**src/rtl/rhc_pkg.sv**
```systemverilog
`timescale 1ns / 1ps
// Shared types and constants for the RGB/HSV pixel converter.
// No dependencies; every other file of the block imports this package.
package rhc_pkg;

  localparam int COMP_W       = 8;
  localparam int NUM_W        = 16;
  localparam int DIV_STEPS    = 8;
  localparam int STEP_W       = $clog2(DIV_STEPS);
  localparam int FRONT_STAGES = 3;
  localparam int PIPE_DEPTH   = FRONT_STAGES + DIV_STEPS + 1;

  localparam int APB_ADDR_W = 3;
  localparam int APB_DATA_W = 32;
  localparam int REG_IDX_W  = APB_ADDR_W - 2;

  localparam logic [REG_IDX_W-1:0] REG_DIRECTION = '0;

  typedef logic [COMP_W-1:0] comp_t;

  typedef enum logic {
    DIR_TO_HSV = 1'b0,
    DIR_TO_RGB = 1'b1
  } dir_t;

  // one lane of the restoring divider: partial remainder, divisor, quotient so far
  typedef struct packed {
    logic [NUM_W-1:0] rem;
    comp_t            den;
    comp_t            quo;
  } div_lane_t;

  // everything that rides alongside the two divider lanes
  typedef struct packed {
    dir_t  dir;
    comp_t v;
    comp_t base;
    logic  neg;
    logic  black;
    logic  grey;
    comp_t rgb_a;
    comp_t rgb_b;
    comp_t rgb_c;
  } side_t;

  typedef struct packed {
    div_lane_t sat;
    div_lane_t hue;
    side_t     side;
  } div_word_t;

endpackage

```
**src/rtl/rhc_regs.sv**
```systemverilog
`timescale 1ns / 1ps
// APB-style register slave holding the conversion direction.
// Depends on rhc_pkg.
module rhc_regs (
  input  logic                            clk,
  input  logic                            rst,
  input  logic                            psel,
  input  logic                            penable,
  input  logic                            pwrite,
  input  logic [rhc_pkg::APB_ADDR_W-1:0]  paddr,
  input  logic [rhc_pkg::APB_DATA_W-1:0]  pwdata,
  output logic [rhc_pkg::APB_DATA_W-1:0]  prdata,
  output logic                            pready,
  output rhc_pkg::dir_t                   direction
);
  import rhc_pkg::*;

  logic [REG_IDX_W-1:0] reg_idx;
  logic                 wr_en;

  assign pready  = 1'b1;
  assign reg_idx = paddr[APB_ADDR_W-1:2];
  assign wr_en   = psel & penable & pwrite & pready;

  always_ff @(posedge clk) begin
    if (rst) begin
      direction <= DIR_TO_HSV;
    end else if (wr_en && (reg_idx == REG_DIRECTION)) begin
      direction <= dir_t'(pwdata[0]);
    end
  end

  always_comb begin
    case (reg_idx)
      REG_DIRECTION: prdata = APB_DATA_W'(direction);
      default:       prdata = '0;
    endcase
  end

endmodule

```
**src/rtl/rhc_front.sv**
```systemverilog
`timescale 1ns / 1ps
// Front end: three pipeline stages that prepare divider operands (RGB to HSV)
// and finish the whole HSV to RGB conversion. Depends on rhc_pkg.
module rhc_front (
  input  logic               clk,
  input  logic               rst,
  input  rhc_pkg::dir_t      dir,
  input  logic               up_valid,
  output logic               up_ready,
  input  rhc_pkg::comp_t     comp_a,
  input  rhc_pkg::comp_t     comp_b,
  input  rhc_pkg::comp_t     comp_c,
  output logic               dn_valid,
  input  logic               dn_ready,
  output rhc_pkg::div_word_t dn_word
);
  import rhc_pkg::*;

  localparam comp_t HUE_STEP   = 8'd43;
  localparam comp_t BASE_GREEN = 8'd85;
  localparam comp_t BASE_BLUE  = 8'd171;
  localparam comp_t FULL_SCALE = 8'd255;

  typedef enum logic [1:0] {
    MAX_RED,
    MAX_GREEN,
    MAX_BLUE
  } max_sel_t;

  typedef struct packed {
    dir_t     dir;
    comp_t    a;
    comp_t    b;
    comp_t    c;
    comp_t    mx;
    comp_t    mn;
    max_sel_t msel;
    logic [2:0] region;
    comp_t    rem6;
  } st1_t;

  typedef struct packed {
    dir_t       dir;
    comp_t      mx;
    comp_t      span;
    comp_t      dabs;
    logic       neg;
    comp_t      base;
    comp_t      v;
    logic       s_zero;
    logic [2:0] region;
    logic [NUM_W-1:0] p_s_rem;
    logic [NUM_W-1:0] p_s_inv;
    logic [NUM_W-1:0] p_v_inv;
  } st2_t;

  logic      v1, v2, v3;
  logic      rdy1, rdy2, rdy3;
  st1_t      s1, s1_next;
  st2_t      s2, s2_next;
  div_word_t s3_next;

  assign rdy3     = !v3 || dn_ready;
  assign rdy2     = !v2 || rdy3;
  assign rdy1     = !v1 || rdy2;
  assign up_ready = rdy1;
  assign dn_valid = v3;

  // stage 1: max/min with red-first tie order, hue region and scaled remainder
  always_comb begin
    comp_t      mx;
    comp_t      mn;
    comp_t      off;
    logic [5:0] rem;
    mx = comp_a;
    if (comp_b > mx) mx = comp_b;
    if (comp_c > mx) mx = comp_c;
    mn = comp_a;
    if (comp_b < mn) mn = comp_b;
    if (comp_c < mn) mn = comp_c;

    s1_next.dir = dir;
    s1_next.a   = comp_a;
    s1_next.b   = comp_b;
    s1_next.c   = comp_c;
    s1_next.mx  = mx;
    s1_next.mn  = mn;
    if (mx == comp_a)      s1_next.msel = MAX_RED;
    else if (mx == comp_b) s1_next.msel = MAX_GREEN;
    else                   s1_next.msel = MAX_BLUE;

    s1_next.region = 3'd0;
    if (comp_a >= 8'd43)  s1_next.region = 3'd1;
    if (comp_a >= 8'd86)  s1_next.region = 3'd2;
    if (comp_a >= 8'd129) s1_next.region = 3'd3;
    if (comp_a >= 8'd172) s1_next.region = 3'd4;
    if (comp_a >= 8'd215) s1_next.region = 3'd5;

    case (s1_next.region)
      3'd0:    off = 8'd0;
      3'd1:    off = 8'd43;
      3'd2:    off = 8'd86;
      3'd3:    off = 8'd129;
      3'd4:    off = 8'd172;
      default: off = 8'd215;
    endcase
    rem          = 6'(comp_a - off);
    s1_next.rem6 = {rem, 2'b00} + {1'b0, rem, 1'b0};
  end

  // stage 2: span, signed hue difference, first HSV products
  always_comb begin
    logic [COMP_W:0] diff;
    case (s1.msel)
      MAX_RED: begin
        s2_next.base = 8'd0;
        diff         = {1'b0, s1.b} - {1'b0, s1.c};
      end
      MAX_GREEN: begin
        s2_next.base = BASE_GREEN;
        diff         = {1'b0, s1.c} - {1'b0, s1.a};
      end
      default: begin
        s2_next.base = BASE_BLUE;
        diff         = {1'b0, s1.a} - {1'b0, s1.b};
      end
    endcase
    s2_next.dir     = s1.dir;
    s2_next.mx      = s1.mx;
    s2_next.span    = s1.mx - s1.mn;
    s2_next.neg     = diff[COMP_W];
    s2_next.dabs    = diff[COMP_W] ? comp_t'((COMP_W+1)'(0) - diff) : diff[COMP_W-1:0];
    s2_next.v       = s1.c;
    s2_next.s_zero  = (s1.b == '0);
    s2_next.region  = s1.region;
    s2_next.p_s_rem = NUM_W'(s1.b) * NUM_W'(s1.rem6);
    s2_next.p_s_inv = NUM_W'(s1.b) * NUM_W'(FULL_SCALE - s1.rem6);
    s2_next.p_v_inv = NUM_W'(s1.c) * NUM_W'(FULL_SCALE - s1.b);
  end

  // stage 3: divider operands; p, q, t and the region swizzle
  always_comb begin
    logic [NUM_W-1:0] q_prod;
    logic [NUM_W-1:0] t_prod;
    comp_t            p_val;
    comp_t            q_val;
    comp_t            t_val;
    q_prod = NUM_W'(s2.v) * NUM_W'(FULL_SCALE - s2.p_s_rem[NUM_W-1:COMP_W]);
    t_prod = NUM_W'(s2.v) * NUM_W'(FULL_SCALE - s2.p_s_inv[NUM_W-1:COMP_W]);
    p_val  = s2.p_v_inv[NUM_W-1:COMP_W];
    q_val  = q_prod[NUM_W-1:COMP_W];
    t_val  = t_prod[NUM_W-1:COMP_W];

    s3_next.sat.rem = {s2.span, 8'd0} - NUM_W'(s2.span);
    s3_next.sat.den = s2.mx;
    s3_next.sat.quo = '0;
    s3_next.hue.rem = NUM_W'(s2.dabs) * NUM_W'(HUE_STEP);
    s3_next.hue.den = s2.span;
    s3_next.hue.quo = '0;

    s3_next.side.dir   = s2.dir;
    s3_next.side.v     = s2.mx;
    s3_next.side.base  = s2.base;
    s3_next.side.neg   = s2.neg;
    s3_next.side.black = (s2.mx == '0);
    s3_next.side.grey  = (s2.span == '0);

    case (s2.region)
      3'd0: begin
        s3_next.side.rgb_a = s2.v;  s3_next.side.rgb_b = t_val; s3_next.side.rgb_c = p_val;
      end
      3'd1: begin
        s3_next.side.rgb_a = q_val; s3_next.side.rgb_b = s2.v;  s3_next.side.rgb_c = p_val;
      end
      3'd2: begin
        s3_next.side.rgb_a = p_val; s3_next.side.rgb_b = s2.v;  s3_next.side.rgb_c = t_val;
      end
      3'd3: begin
        s3_next.side.rgb_a = p_val; s3_next.side.rgb_b = q_val; s3_next.side.rgb_c = s2.v;
      end
      3'd4: begin
        s3_next.side.rgb_a = t_val; s3_next.side.rgb_b = p_val; s3_next.side.rgb_c = s2.v;
      end
      default: begin
        s3_next.side.rgb_a = s2.v;  s3_next.side.rgb_b = p_val; s3_next.side.rgb_c = q_val;
      end
    endcase
    if (s2.s_zero) begin
      s3_next.side.rgb_a = s2.v;
      s3_next.side.rgb_b = s2.v;
      s3_next.side.rgb_c = s2.v;
    end
  end

  always_ff @(posedge clk) begin
    if (rst) begin
      v1 <= 1'b0;
      v2 <= 1'b0;
      v3 <= 1'b0;
    end else begin
      if (rdy1) v1 <= up_valid;
      if (rdy2) v2 <= v1;
      if (rdy3) v3 <= v2;
    end
  end

  always_ff @(posedge clk) begin
    if (rdy1) s1      <= s1_next;
    if (rdy2) s2      <= s2_next;
    if (rdy3) dn_word <= s3_next;
  end

endmodule

```
**src/rtl/rhc_divider.sv**
```systemverilog
`timescale 1ns / 1ps
// Pipelined restoring divider, one quotient bit per stage, two lanes
// (saturation and hue) plus a sideband word. Depends on rhc_pkg.
module rhc_divider (
  input  logic               clk,
  input  logic               rst,
  input  logic               up_valid,
  output logic               up_ready,
  input  rhc_pkg::div_word_t up_word,
  output logic               dn_valid,
  input  logic               dn_ready,
  output rhc_pkg::div_word_t dn_word
);
  import rhc_pkg::*;

  // quotient is known to fit in COMP_W bits, so start at the top bit
  function automatic div_lane_t lane_step(div_lane_t lane, logic [STEP_W-1:0] bit_idx);
    logic [NUM_W-1:0] shifted;
    logic [NUM_W:0]   trial;
    div_lane_t        res;
    shifted = NUM_W'(lane.den) << bit_idx;
    trial   = {1'b0, lane.rem} - {1'b0, shifted};
    res     = lane;
    if (!trial[NUM_W]) begin
      res.rem          = trial[NUM_W-1:0];
      res.quo[bit_idx] = 1'b1;
    end
    return res;
  endfunction

  logic [DIV_STEPS-1:0] vld;
  logic [DIV_STEPS-1:0] vld_in;
  logic [DIV_STEPS-1:0] rdy;
  div_word_t            wrd      [DIV_STEPS];
  div_word_t            wrd_in   [DIV_STEPS];
  div_word_t            wrd_next [DIV_STEPS];

  assign vld_in   = {vld[DIV_STEPS-2:0], up_valid};
  assign up_ready = rdy[0];
  assign dn_valid = vld[DIV_STEPS-1];
  assign dn_word  = wrd[DIV_STEPS-1];

  always_comb begin
    rdy[DIV_STEPS-1] = !vld[DIV_STEPS-1] || dn_ready;
    for (int k = DIV_STEPS - 2; k >= 0; k--) begin
      rdy[k] = !vld[k] || rdy[k+1];
    end
  end

  always_comb begin
    wrd_in[0] = up_word;
    for (int k = 1; k < DIV_STEPS; k++) begin
      wrd_in[k] = wrd[k-1];
    end
    for (int k = 0; k < DIV_STEPS; k++) begin
      wrd_next[k]     = wrd_in[k];
      wrd_next[k].sat = lane_step(wrd_in[k].sat, STEP_W'(DIV_STEPS - 1 - k));
      wrd_next[k].hue = lane_step(wrd_in[k].hue, STEP_W'(DIV_STEPS - 1 - k));
    end
  end

  always_ff @(posedge clk) begin
    if (rst) begin
      vld <= '0;
    end else begin
      for (int k = 0; k < DIV_STEPS; k++) begin
        if (rdy[k]) vld[k] <= vld_in[k];
      end
    end
  end

  always_ff @(posedge clk) begin
    for (int k = 0; k < DIV_STEPS; k++) begin
      if (rdy[k]) wrd[k] <= wrd_next[k];
    end
  end

endmodule

```
**src/rtl/rgb_hsv_pixel_converter.sv**
```systemverilog
`timescale 1ns / 1ps
// RGB/HSV pixel converter top level: register slave, front end, divider, output stage.
// Depends on rhc_pkg, rhc_regs, rhc_front and rhc_divider.
//
// Usage notes
// - Pixel in: src_valid/src_stall with comp_a/b/c. A beat is taken on a rising edge
//   with src_valid high and src_stall low. Result out: dst_valid/dst_stall with
//   out_a/b/c, same rule; the receiver drives dst_stall.
// - direction (register 0, byte address 0): 0 = RGB to HSV, 1 = HSV to RGB.
//   Change it only while no pixel is in flight. pready is tied high.
// - Throughput: one pixel per clock, sustained while dst_stall is low. A pixel passes 12
//   register stages (3 front, 8 divider, 1 output) before it shows on dst_valid.
//   Depth is set by the eight-step restoring divider, one quotient bit per stage.
// - Every stage has its own valid bit and moves when the one after it can take
//   data, so bubbles close up and src_stall stays low until all 12 stages hold
//   a pixel. While dst_stall is high the output holds its beat unchanged and the
//   stall reaches back stage by stage; nothing is dropped or duplicated.
// - Synchronous reset empties the pipeline (dst_valid low next cycle) and sets
//   the direction to RGB to HSV.
module rgb_hsv_pixel_converter (
  input  logic                            clk,
  input  logic                            rst,
  input  logic                            psel,
  input  logic                            penable,
  input  logic                            pwrite,
  input  logic [rhc_pkg::APB_ADDR_W-1:0]  paddr,
  input  logic [rhc_pkg::APB_DATA_W-1:0]  pwdata,
  output logic [rhc_pkg::APB_DATA_W-1:0]  prdata,
  output logic                            pready,
  input  logic                            src_valid,
  output logic                            src_stall,
  input  rhc_pkg::comp_t                  comp_a,
  input  rhc_pkg::comp_t                  comp_b,
  input  rhc_pkg::comp_t                  comp_c,
  output logic                            dst_valid,
  input  logic                            dst_stall,
  output rhc_pkg::comp_t                  out_a,
  output rhc_pkg::comp_t                  out_b,
  output rhc_pkg::comp_t                  out_c
);
  import rhc_pkg::*;

  dir_t      direction;
  logic      front_ready;
  logic      fd_valid, fd_ready;
  div_word_t fd_word;
  logic      dv_valid, out_ready;
  div_word_t dv_word;
  comp_t     hue_off, hue;
  comp_t     out_a_next, out_b_next, out_c_next;

  rhc_regs u_regs (
    .clk       (clk),
    .rst       (rst),
    .psel      (psel),
    .penable   (penable),
    .pwrite    (pwrite),
    .paddr     (paddr),
    .pwdata    (pwdata),
    .prdata    (prdata),
    .pready    (pready),
    .direction (direction)
  );

  rhc_front u_front (
    .clk      (clk),
    .rst      (rst),
    .dir      (direction),
    .up_valid (src_valid),
    .up_ready (front_ready),
    .comp_a   (comp_a),
    .comp_b   (comp_b),
    .comp_c   (comp_c),
    .dn_valid (fd_valid),
    .dn_ready (fd_ready),
    .dn_word  (fd_word)
  );

  rhc_divider u_divider (
    .clk      (clk),
    .rst      (rst),
    .up_valid (fd_valid),
    .up_ready (fd_ready),
    .up_word  (fd_word),
    .dn_valid (dv_valid),
    .dn_ready (out_ready),
    .dn_word  (dv_word)
  );

  assign src_stall = !front_ready;
  assign out_ready = !dst_valid || !dst_stall;

  // hue offset truncates toward zero: negate the magnitude quotient, wrap mod 256
  assign hue_off = dv_word.side.neg ? comp_t'(~dv_word.hue.quo + 1'b1) : dv_word.hue.quo;
  assign hue     = dv_word.side.base + hue_off;

  always_comb begin
    case (dv_word.side.dir)
      DIR_TO_HSV: begin
        out_a_next = dv_word.side.grey  ? '0 : hue;
        out_b_next = dv_word.side.black ? '0 : dv_word.sat.quo;
        out_c_next = dv_word.side.v;
      end
      default: begin
        out_a_next = dv_word.side.rgb_a;
        out_b_next = dv_word.side.rgb_b;
        out_c_next = dv_word.side.rgb_c;
      end
    endcase
  end

  // output register: holds the beat while dst_stall is high
  always_ff @(posedge clk) begin
    if (rst) begin
      dst_valid <= 1'b0;
    end else if (out_ready) begin
      dst_valid <= dv_valid;
    end
  end

  always_ff @(posedge clk) begin
    if (out_ready) begin
      out_a <= out_a_next;
      out_b <= out_b_next;
      out_c <= out_c_next;
    end
  end

endmodule

```
**config.mk**
```make
export PLATFORM = sky130hd
export DESIGN_NAME = rgb_hsv_pixel_converter
export DESIGN_NICKNAME = d
export VERILOG_FILES = /design/src/rtl/rhc_pkg.sv /design/src/rtl/rhc_regs.sv /design/src/rtl/rhc_front.sv /design/src/rtl/rhc_divider.sv /design/src/rtl/rgb_hsv_pixel_converter.sv
export SDC_FILE = /design/constraint.sdc
export NUM_CORES = 2
export LEC_CHECK = 0
export ABC_AREA = 1
export BUFFER_PORTS_ARGS = -buffer_cell sky130_fd_sc_hd__buf_2
export CAP_MARGIN = 25
export CORE_MARGIN = 2
export CORE_UTILIZATION = 50
export DETAILED_ROUTE_END_ITERATION = 16
export HOLD_SLACK_MARGIN = 0.1
export PLACE_DENSITY = 0.66
export SKIP_LAST_GASP = 1
export SLEW_MARGIN = 10
export SYNTH_ARGS = -nofsm -noshare
export SYNTH_HDL_FRONTEND = slang
export SYNTH_SLANG_ARGS = --single-unit
```
**constraint.sdc**
```tcl
create_clock -name clk -period 7.4 [get_ports clk]
set_clock_uncertainty 0.05 [all_clocks]
set_input_delay 0.37 -clock clk [delete_from_list [all_inputs] [get_ports clk]]
set_output_delay 0.37 -clock clk [all_outputs]
set_load 0.005 [all_outputs]
```
==> results summary <==
The final critical path time including I/O delays and setup came out at 5.524 ns. The cell family with the largest share of critical-path delay is adder cells. The achievable frequency came out at between 0.15 and 0.2 GHz. Global routing finished with a remaining overflow of 0. The post-synthesis average cell area is 10.85 um2. The first global-routing pass estimated about 150000 um of wire. The number of setup violations in the final report came out at 0. The clock net sink count came out at a little under 900.

TritonCTS built the clock tree. In the synthesized netlist the dominant register cell turns out to be edfxtp_1. The count of cells along the worst register-to-register path is 17. The number of endpoints with negative hold slack in the final report came to 0. The number of clock buffers inserted by TritonCTS came out at 88. The worst setup path is captured at a flip-flop.

The largest individual stage delay along the critical path comes from the cell clkinv_1. The async set-reset flop share out of synthesis is 0%. Headroom to the max-slew limit came out at 34.97%.

The capturing point of the worst reg2reg path is u_front.dn_word[6]. The number of placed I/O pins is between 100 and 150. The height of the die is between 300 and 400 um.

The worst-margin pin slew came out at a little under 1 ns. The number of rows in the core area came out at 116. The kind of critical path is flip-flop to flip-flop. The final-stage net count came out at approximately 5500.

In this run the cell area of the synthesized design comes to between 50000 and 60000 um2. The routability-driven placement congestion ratio is 0.9123. The sequential cell area fraction in the yosys report is between 50 and 60%. The initial antenna violation count is 1. Clock tree synthesis selected as its root buffer the cell clkbuf_16. The worst setup path is launched from a flip-flop.

Yosys printed 0 warnings. The buffering stage count on the worst path with inverters included is 3. The deepest clock path buffer count is 3. After synthesis, the netlist uses 63 different library cells.

The startpoint identified for the worst hold timing path is u_divider.wrd[0][405]. The routed design uses about 3600 um of met3 wire. Setup repair after global routing left no endpoint under its margin. The total die area is 103700 um2. The maximum level of the CTS H-tree is 3. During placement, the flow inserted port buffers numbering 59. After synthesis, the cell types taking the most area are edfxtp_1 52%, ha_1 10%, fa_1 7.9%.

The top routing layer in use is met5. The run finished with clean final reports. The path with the worst hold slack has its endpoint at u_divider.wrd[1][81].

The aggregate global-route resource usage came out at a little under a fifth. At the worst endpoint, the arrival time is 5.86 ns. The met1 layer wirelength in the final routing is ~42000 um.

The pre-antenna-repair detailed-routing pass consisted of 6 iterations. The floorplan core area came out at roughly 100000 um2. In this run the post-CTS setup repair buffer count came out at 0. The routed design uses approximately 44000 um of met2 wire. From left edge to right edge, the die measures between 300 and 400 um. The dominant cell type by area after synthesis is edfxtp_1. The synthesis-stage register bit count came out at 887. The required time of the critical path came out at between 7 and 8 ns. The clock network latency to the later pin of the worst-skew pair is 0.66 ns. Traced cell by cell, the critical path runs through clkinv_1 -> nor2_1 -> fa_1 -> fa_1 -> fa_1 -> inv_1 -> fa_1 -> inv_1 -> ha_1 -> a21oi_1 -> o21ai_0 -> a211oi_1 -> nand3_1 -> nand3_1 -> nand2_1 -> nand3_1 -> nand2_1. The maximum fanout encountered on the critical timing path came out at 17. The number of enable-type register cells in the synthesized netlist is between 800 and 900. The routed via count divided by cell count is roughly 5.1. After detailed routing, the number of remaining DRC violations is 0. The via count of the first global-routing pass is slightly above 30000. In the synthesized netlist, the number of instances is roughly 4700. Of the cells placed in the final design, the portion with a size suffix greater than 1 is under 10%.

Clock-pin slew was measured on the worst setup and hold paths at ~0.060 ns. The startpoint identified for the worst register-to-register timing path is u_front.s2[54]. The worst stage delay on the critical path is 0.64 ns. The via count came out at about 31000. The post-DP HPWL is around 69000 um. The max capacitance violation total came out at 0. In this run the biggest area consumer among cell types represents slightly above 50% of the synthesized area. The worst hold path cell count is 0. By instance count, the cell type seen most on the critical path is fa_1. The worst hold path belongs to the class flip-flop to flip-flop. The final sum of negative setup slack came out at 0 ns. The part of the cycle the worst path needs is between 70% and 80%.

The number of pins with negative max-slew slack in the final report is 0. In this run the remaining antenna-violating nets after routing total 0. The overall routed net length came out at ~93000 um. Entering global routing, the biggest net connects 88 pins. The area growth from synthesis to layout is 9.432%.

The register-to-register path setup slack came out at roughly 1.9 ns. Dividing the detail-routed wire length by the instance count gives between 15 and 20 um. For this configuration, the core starts out at a cell density of between 50% and 60%. In this run, the number of DRC markers left after iteration 0 of detailed routing was 1643.
[cells in the final DEF (no fill, tap or decap), types with 14 or more instances in the layout]
master         instances
or2_2                 20
nor2_1               396
clkbuf_16             89
xnor2_1               75
buf_4                 19
fa_1                 199
nand2_1              767
inv_2                 15
clkinv_1              24
nand4_1               31
a221oi_1              14
nand3_1              206
buf_2                 59
dlygate4sd3_1         30
o21ai_2               16
inv_1                743
ha_1                 407
nand2_2               20
edfxtp_1             874
nand3b_1              16
conb_1                32
a21o_1                15
clkbuf_1              21
a21oi_1              224
xor2_1               108
nor3_1                37
o21ai_1               33
o21ai_0              167
[worst max path at each step]
| stage | from | end | slack, ns | cells after the start |
|---|---|---|---|---|
| 6_report | u_front.s2[54] | u_front.dn_word[6] | 1.88 | 17 |
| 5_1_grt | u_front.s2[54] | u_front.dn_word[6] | 1.54 | 17 |
| 2_1_floorplan | dst_valid | u_front.s2[10] | 0.57 | 11 |
| 4_1_cts | u_front.s2[54] | u_front.dn_word[22] | 1.95 | 17 |
| 3_5_place_dp | u_front.s2[54] | u_front.dn_word[22] | 1.93 | 17 |
| 3_3_place_gp | u_front.s2[54] | u_front.dn_word[22] | 1.98 | 17 |
[sequential cells by signal, summed over array words and instances, names as in the netlist]
| name | cells |
|---|---|
| u_divider.vld | 8 |
| u_front.dn_word | 76 |
| out_c | 8 |
| dst_valid | 1 |
| u_regs.direction | 1 |
| u_front.s1 | 53 |
| u_front.dn_valid | 1 |
| out_b | 8 |
| u_front.v2 | 1 |
| u_front.v1 | 1 |
| u_divider.wrd | 656 |
| out_a | 8 |
| u_front.s2 | 65 |
[timing repair]
item	CTS	global route
endpoints found under the hold margin	31	0
hold buffers	30	0
gates resized for setup	0	0
[metal layers]
metal,track usage (%),vias up
met5,0,-
met1,24.47,14660
met4,6.615,2
met3,2.572,177
met2,31.16,607
li1,-,15800
[cells in the mapped netlist, types with 9 or more instances]
master	count
a211oi_1	10
a21oi_1	224
edfxtp_1	874
inv_2	13
o21ai_1	33
ha_1	407
clkbuf_1	50
o21bai_1	11
nand4_1	31
fa_1	199
nor2_1	397
nand3_2	11
dfxtp_1	13
nand3_1	206
nand2_2	22
a221oi_1	14
o21ai_0	167
o21ai_2	16
nor4_1	9
xor2_1	108
a21o_1	15
nand3b_1	16
or2_2	20
buf_6	9
nor3_1	37
o211ai_1	10
buf_4	37
o21a_1	13
inv_1	748
xnor2_1	75
nand2_1	767
[worst register-to-register path: cells and delay by family (launching register included)]
kind	cells	cell delay (ns)
adders and majority gates	5	2.37
buffers and inverters	3	0.73
AOI/OAI and AO/OA	3	0.79
DFF	1	0.47
and+or+nand+nor	6	0.90
[layout make-up]
cell class	instances	area, um2
fill	8437	44790
clock buffer	114	2361
antenna	1	2.502
inverter	766	2883
clock inverter	49	490.5
timing repair buffer	110	793.3
tap	1298	1624
multi-input combinational	2932	20690
sequential	887	26510
[kinds of logic (layout without fill, tap and decap cells)]
group / Yosys count / in the layout / synth area share (%)
fa+ha+maj: 606 / 606 / 17.94
simple gates: 1551 / 1551 / 13.19
flops: 887 / 887 / 52.40
buf+inv: 873 / 1039 / 6.936
xor+xnor: 183 / 183 / 3.169
compound gates: 560 / 560 / 6.352
other cells: 2 / 33 / 0.01485
[per-stage QoR]
step / util (%) / std cells / instance area [um2] / worst slack, ns / hold WS [ns]
after floorplan: - / 4692 / 50700 / 0.5748 / 0.3503
after global placement: 52.07 / 5961 / 52150 / 1.984 / 0.3505
after detailed placement: 52.07 / 5961 / 52150 / 1.932 / 0.3545
after CTS: 55.22 / 6154 / 55300 / 1.952 / 0.3577
after global routing: 55.27 / 6156 / 55350 / 1.541 / 0.3615
final: 55.27 / 6157 / 55350 / 1.876 / 0.3569
Power is left out: the tool's default activity adds up to more than one toggle a clock period on the data nets, which glitch-free logic cannot reach.
